$ cat src/hdl/tlbpl_pkg.sv
// ----------------------------------------------------------------------------
// tlbpl_pkg
// shared constants and types for the tlb page lookup table
// ----------------------------------------------------------------------------
`default_nettype none

package tlbpl_pkg;

    localparam int TLB_ENTRIES      = 32;
    localparam int PAGE_TABLE_DEPTH = 1048576;
    localparam int HALF_DEPTH       = 2 * TLB_ENTRIES;
    localparam int HALF_W           = $clog2(HALF_DEPTH);
    localparam int PAGE_W           = $clog2(PAGE_TABLE_DEPTH);
    localparam int ENTRY_W          = 5;
    localparam int WORD_W           = 20;
    localparam int REC_W            = 3 * 32 + 2;

    localparam logic [31:0] KSEG_LOW   = 32'h8000_0000;
    localparam logic [31:0] KSEG_HIGH  = 32'hC000_0000;
    localparam logic [31:0] PHYS_LIMIT = 32'h2000_0000;
    localparam logic [31:0] PAGE_SIZE  = 32'h0000_1000;
    localparam logic [31:0] PAGE_ROUND = 32'h0000_0FFF;

    // request kinds
    localparam logic [1:0] REQ_WRITE = 2'd0;
    localparam logic [1:0] REQ_MAP   = 2'd1;
    localparam logic [1:0] REQ_UNMAP = 2'd2;
    localparam logic [1:0] REQ_TRANS = 2'd3;

    typedef struct packed {
        logic clr_step;
        logic accept;
        logic half_wr;
        logic half_rd;
        logic half_load;
        logic walk_step;
        logic res_zero;
        logic res_trans;
        logic odd;
    } t_cmd;

    typedef struct packed {
        logic clr_last;
        logic go;
        logic walk_more;
    } t_sts;

endpackage

`default_nettype wire

$ cat src/hdl/tlbpl_ctrl.sv
// ----------------------------------------------------------------------------
// tlbpl_ctrl
// sequencer for clearing, half reads, page walks and result beats
// ----------------------------------------------------------------------------
`default_nettype none

module tlbpl_ctrl
    import tlbpl_pkg::*;
(
    input  wire logic               i_clk,
    input  wire logic               i_rst_n,
    input  wire logic               i_in_valid,
    input  wire logic [1:0]         i_req_type,
    input  wire logic [ENTRY_W-1:0] i_entry_index,
    input  wire logic               i_out_ready,
    input  wire t_sts               i_sts,
    output t_cmd                    o_cmd,
    output logic                    o_in_ready,
    output logic                    o_out_valid
);

    typedef enum logic [2:0] {
        S_CLEAR, S_IDLE, S_TRD, S_HRD, S_HCHK, S_WALK
    } t_state;

    t_state r_state;
    logic   r_odd;
    logic   r_out_valid;
    logic   accept;
    logic   entry_ok;
    logic   last_half;

    assign o_in_ready  = (r_state == S_IDLE) && !r_out_valid;
    assign o_out_valid = r_out_valid;
    assign accept      = i_in_valid && o_in_ready;
    assign entry_ok    = {1'b0, i_entry_index} < (ENTRY_W+1)'(TLB_ENTRIES);
    assign last_half   = (r_state == S_HCHK && !i_sts.go)
                      || (r_state == S_WALK && !i_sts.walk_more);

    always_comb begin
        o_cmd           = '0;
        o_cmd.odd       = r_odd;
        o_cmd.clr_step  = (r_state == S_CLEAR);
        o_cmd.accept    = accept;
        o_cmd.half_wr   = accept && i_req_type == REQ_WRITE && entry_ok;
        o_cmd.half_rd   = (r_state == S_HRD);
        o_cmd.half_load = (r_state == S_HCHK);
        o_cmd.walk_step = (r_state == S_WALK) && i_sts.walk_more;
        o_cmd.res_trans = (r_state == S_TRD);
        o_cmd.res_zero  = (accept && (i_req_type == REQ_WRITE || !entry_ok)
                           && i_req_type != REQ_TRANS)
                       || (last_half && r_odd);
    end

    always_ff @(posedge i_clk) begin
        if (!i_rst_n) begin
            r_state     <= S_CLEAR;
            r_odd       <= 1'b0;
            r_out_valid <= 1'b0;
        end else begin
            if (r_out_valid && i_out_ready) begin
                r_out_valid <= 1'b0;
            end
            case (r_state)
                S_CLEAR: begin
                    if (i_sts.clr_last) begin
                        r_state <= S_IDLE;
                    end
                end
                S_IDLE: begin
                    if (accept) begin
                        r_odd <= 1'b0;
                        if (i_req_type == REQ_TRANS) begin
                            r_state <= S_TRD;
                        end else if (i_req_type == REQ_WRITE || !entry_ok) begin
                            r_out_valid <= 1'b1;
                        end else begin
                            r_state <= S_HRD;
                        end
                    end
                end
                S_TRD: begin
                    r_out_valid <= 1'b1;
                    r_state     <= S_IDLE;
                end
                S_HRD: begin
                    r_state <= S_HCHK;
                end
                S_HCHK, S_WALK: begin
                    if (r_state == S_HCHK && i_sts.go) begin
                        r_state <= S_WALK;
                    end else if (last_half) begin
                        if (r_odd) begin
                            r_out_valid <= 1'b1;
                            r_state     <= S_IDLE;
                        end else begin
                            r_odd   <= 1'b1;
                            r_state <= S_HRD;
                        end
                    end
                end
                default: r_state <= S_IDLE;
            endcase
        end
    end

endmodule

`default_nettype wire

$ cat config.mk
export PLATFORM = sky130hd
export DESIGN_NAME = tlbpl_ctrl
export DESIGN_NICKNAME = d
export VERILOG_FILES = /design/src/hdl/tlbpl_pkg.sv /design/src/hdl/tlbpl_ctrl.sv
export SDC_FILE = /design/constraint.sdc
export NUM_CORES = 1
export LEC_CHECK = 0
export ABC_CLOCK_PERIOD_IN_PS = 4000
export BUFFER_PORTS_ARGS = -buffer_cell sky130_fd_sc_hd__buf_4
export CELL_PAD_IN_SITES_DETAIL_PLACEMENT = 0
export CELL_PAD_IN_SITES_GLOBAL_PLACEMENT = 2
export CORE_MARGIN = 2
export CORE_UTILIZATION = 19
export CTS_CLUSTER_DIAMETER = 30
export DETAILED_ROUTE_END_ITERATION = 10
export GPL_TIMING_DRIVEN = 0
export PLACE_DENSITY_LB_ADDON = 0.05
export SKIP_CTS_REPAIR_TIMING = 1
export SLEW_MARGIN = 20
export SYNTH_ARGS = -nofsm -noshare
export SYNTH_HDL_FRONTEND = slang
export SYNTH_SLANG_ARGS = --single-unit
export TNS_END_PERCENT = 100
$ cat constraint.sdc
create_clock -name i_clk -period 4 [get_ports i_clk]
set_input_delay 0.4 -clock i_clk [delete_from_list [all_inputs] [get_ports i_clk]]
set_output_delay 0.4 -clock i_clk [all_outputs]
set_load 0.01 [all_outputs]
# Yosys cells after proc, flatten, opt, wreduce, memory -nomap -nowiden
# Cells that the tools add are included.
# classes
mux	20
n_mul	0
n_bitwise	0
n_div	0
n_reduce_logical	21
eq_ne	13
n_lt_le_gt_ge	0
shift	0
add_sub_neg	0
# ops
cell	n
$mux 3	6
$pmux 3 s4	1
$logic_and 1x1->1	10
$mux 1	10
$ne 2x2->1 const B	5
$reduce_and 4->1	2
$eq 3x2->1 const B	2
$eq 3x3->1 const B	2
$eq 3x1->1 const B	1
$logic_not 1->1	3
$logic_not 3->1	1
$ne 3x2->1 const B	1
$ne 3x3->1 const B	1
$pmux 1 s3	1
$eq 2x2->1 const B	1
$logic_not 2->1	1
$logic_or 1x1->1	2
$mux 2	1
$pmux 1 s2	1
$reduce_bool 2->1	1
$reduce_or 2->1	1
# totals
n_memories	0
mem_bits_rw	0
out_inout_bits	11
latchBits	0
romBits	0
regBits	5
wordCells	57

# Longest topological paths before layout
# depth
depth_word	6
ltp_mapped	5

# Worst setup path before layout
# Ideal clock, no wire load.
# synth_timing
kind	register -> output
from	register r_state[1]
to	output port o_cmd[6] in the netlist's numbering
stages_incl_launch_ff	4
required_time_ps	3600
slack_ps	2397
arrival_time_ps	1203
path_cell_list	dfxtp_1 nor4b_2 nand2_2 nor3_1
# synth_lines
element	line	rtl
start: declaration	tlbpl_ctrl.sv:26	t_state r_state;
start signal: assignment	tlbpl_ctrl.sv:57	r_state <= S_CLEAR;
start signal: assignment	tlbpl_ctrl.sv:67	r_state <= S_IDLE;
start signal: assignment	tlbpl_ctrl.sv:74	r_state <= S_TRD;
end: declaration	tlbpl_ctrl.sv:17	output t_cmd o_cmd,

==> metrics.yaml <==
floorplan:
  io_pins: 25
  die_w_um: 45.7
  die_h_um: 45.7
  initial_core_util: 0.198
  dieArea_um2: 2090
  coreArea_um2: 1670
  num_rows: 15
detailed_routing:
  ant_nets: 0
  vias: 373
  met1Wirelength_um: 452
  top_layer: "met4"
  wl_per_cell_um: 12.0
  dr.pass1.iters: 4
  route.met3.wl_um: 76
  route.detailed.drc: 0
  drt_iter0_drc: 4
  wl_met2_um: 413
  drt-total-wl_um: 960
  vias_per_cell: 4.66
yosys:
  synth_common_cells: "dfxtp_1, nor2_1, nor3_1"
  netlist_instances: 40
  mappedNetlistNets: 54
  synthAdderAreaFrac: 0
  synth_cell_type_count: 23
  muxShareOfSynthArea: 0
  async_reset_ff_frac: 0
  synth_edf_count: 0
  ys_seq_area_frac: 0.303
  avgSynthCellArea_um2: 8.26
  yosysTopAreaCellShare: 0.303
  synthXorXnorAreaFrac: 0
  synth_ff_type: "dfxtp_1"
  synth-seq-cells: 5
  synth_top_cell_by_area: "dfxtp_1"
  synth_top_family_by_area: "simple AND/OR/NAND/NOR gates"
  syn_area_um2: 330
  synth_compound_area_frac: 0.242
  ys_warn_count: 0
  synthSimpleGateAreaFrac: 0.386
  synth_area_leaders: "dfxtp_1, nor3b_1, nor3_1"
sta:
  period_minus_slack_ps: 1990
  setup_tns_ps: 0
  setup_viol: 0
  fin_crit_sh: 0.498
  drv_slew: 0
  rsz0062_at_grt: "no"
  fmax_mhz: 502
  worstMarginPinSlew_ps: 388
  setup_ws_ps: 2010
  hold_violations: 0
  worst_slew_margin_rel: 0.741
  skew_ps: 5.05
worst_setup_path:
  crit_path_start_kind: "register"
  critPathCaptureType: "primary output"
  slowest_delay_ps: 480
  crit_path_cell_trace: "nand2b_1 -> nor3b_1 -> a22o_4 -> buf_4"
  crit_required_ps: 3600
  reg2regPathDepth: 4
  r2r_start: "r_state[1]$_SDFFE_PN0P_"
  crit_end: "o_cmd[2]"
  arrival_ps: 1590
  r2r_end: "o_out_valid$_SDFF_PN0_"
  path_class: "register to primary output"
  r2r_slack_ps: 2580
  startpoint: "r_state[2]$_SDFFE_PN0P_"
  worstPathMaxFanout: 8
  crit_path_top_delay_cell: "dfxtp_1"
global_route:
  grt_pass1_vias: 334
  grt_max_degree: 11
  gr-total-overflow: 0
  grt_usage: 0.0964
  grt_antenna_before_repair: 0
  grt_pass1_wl_um: 1400
cells_and_area:
  final_cells: 80
  diodes: 0
  area_growth_pct: 57.6
  nets: 78
  drive_gt1_frac: 0.460
pwr:
  p_switching_uw: 41.3
  clkPwrFrac: 0.404
  swShare: 0.275
  p_leak_uw: 0.000238
  pwr-share-comb: 0.235
  seqPwrFrac: 0.361
  vdd_drop_max_mv: 0.114
  power_density_nw_per_um2: 289
  internal-power_uw: 109
clocking:
  insertion_delay_ps: 250
  cts_root_buffer: "clkbuf_4"
  cts.reportedPaths.clkPinSlew_ps: 50
  h-tree-depth: 1
  cts_buffer_depth: 2
  cts_buffers: 3
  cts_tree: "yes"
  cts_sinks: 5
run:
  drv_cap: 0
placed_design:
  numPortBuffers: 19
  dp_hpwl_um: 757
  gp_congestion: 0.716
  dp.cells: 76
  dp_worst_setup_slack_ps: 2270
outcome:
  status: "finished clean"
min_path:
  hold_path_class: "input pin to register"
==> how the worst min path moves through the flow <==
stage / cells after the start / slack, ps / to / start
after global placement: 2 / 580 / r_odd$_SDFFE_PN0P_ / r_odd$_SDFFE_PN0P_
after floorplan: 1 / 520 / r_state[2]$_SDFFE_PN0P_ / i_rst_n
after detailed placement: 2 / 580 / r_odd$_SDFFE_PN0P_ / r_odd$_SDFFE_PN0P_
final: 2 / 390 / r_state[2]$_SDFFE_PN0P_ / i_rst_n
after global routing: 2 / 410 / r_state[2]$_SDFFE_PN0P_ / i_rst_n
after CTS: 2 / 400 / r_state[2]$_SDFFE_PN0P_ / i_rst_n
==> registers in the layout (all words and copies together) (netlist names) <==
register     flops
r_state          3
o_out_valid      1
r_odd            1
==> power by group through the flow <==
stage	Clock (µW)	Combinational, µW	Sequential, µW
2_1_floorplan	0	18.2	54.7
3_3_place_gp	0	35.1	55.1
3_5_place_dp	0	35.5	55.1
4_1_cts	60.4	35.6	54.3
5_1_grt	63.2	38.6	54.7
6_report	60.8	35.3	54.2
==> per-layer routing <==
layer / up-vias / global-route usage
met4: 0 / 0.0514
li1: 189 / -
met1: 166 / 0.120
met2: 15 / 0.149
met5: - / 0
met3: 3 / 0.0278
==> cell type report <==
class	instances	area (µm²)
multi-input combinational	31	208
timing repair buffer	19	143
sequential	5	100
clock buffer	4	26.3
tap	17	21.3
buffer	3	18.8
inverter	1	3.75
fill	182	1150
==> cell usage in the layout, fill, tap and decap left out, types with 2 or more instances in the layout <==
master    Yosys  routed
buf_4         2      21
nor2_1        5       5
dfxtp_1       5       5
nor3_1        4       4
nor3b_1       3       3
clkbuf_4      0       3
clkbuf_1      1       2
o21a_1        2       2
a21oi_1       2       2
nor2b_1       2       2
==> metrics by stage <==
step,instance area [µm²],power (µW),util,hold slack (ps)
final,520,150,0.312,390
after detailed placement,494,90.7,0.296,582
after floorplan,330,72.9,-,518
after global routing,520,156,0.312,409
after global placement,494,90.2,0.296,580
after CTS,520,150,0.312,397
==> cell families after synthesis <==
| family | Yosys count |
|---|---|
| flip-flops | 5 |
| AO/OA/AOI/OAI | 10 |
| AND/OR/NAND/NOR | 21 |
| buffers and inverters | 4 |
==> worst max-delay path, delay by kind of cell (launching register included) <==
kind            cells  cell delay (ps)
simple gates        2              570
flops               1              480
compound gates      1              180
buf+inv             1              110
No activity file was read; power rests on OpenSTA's default activity.
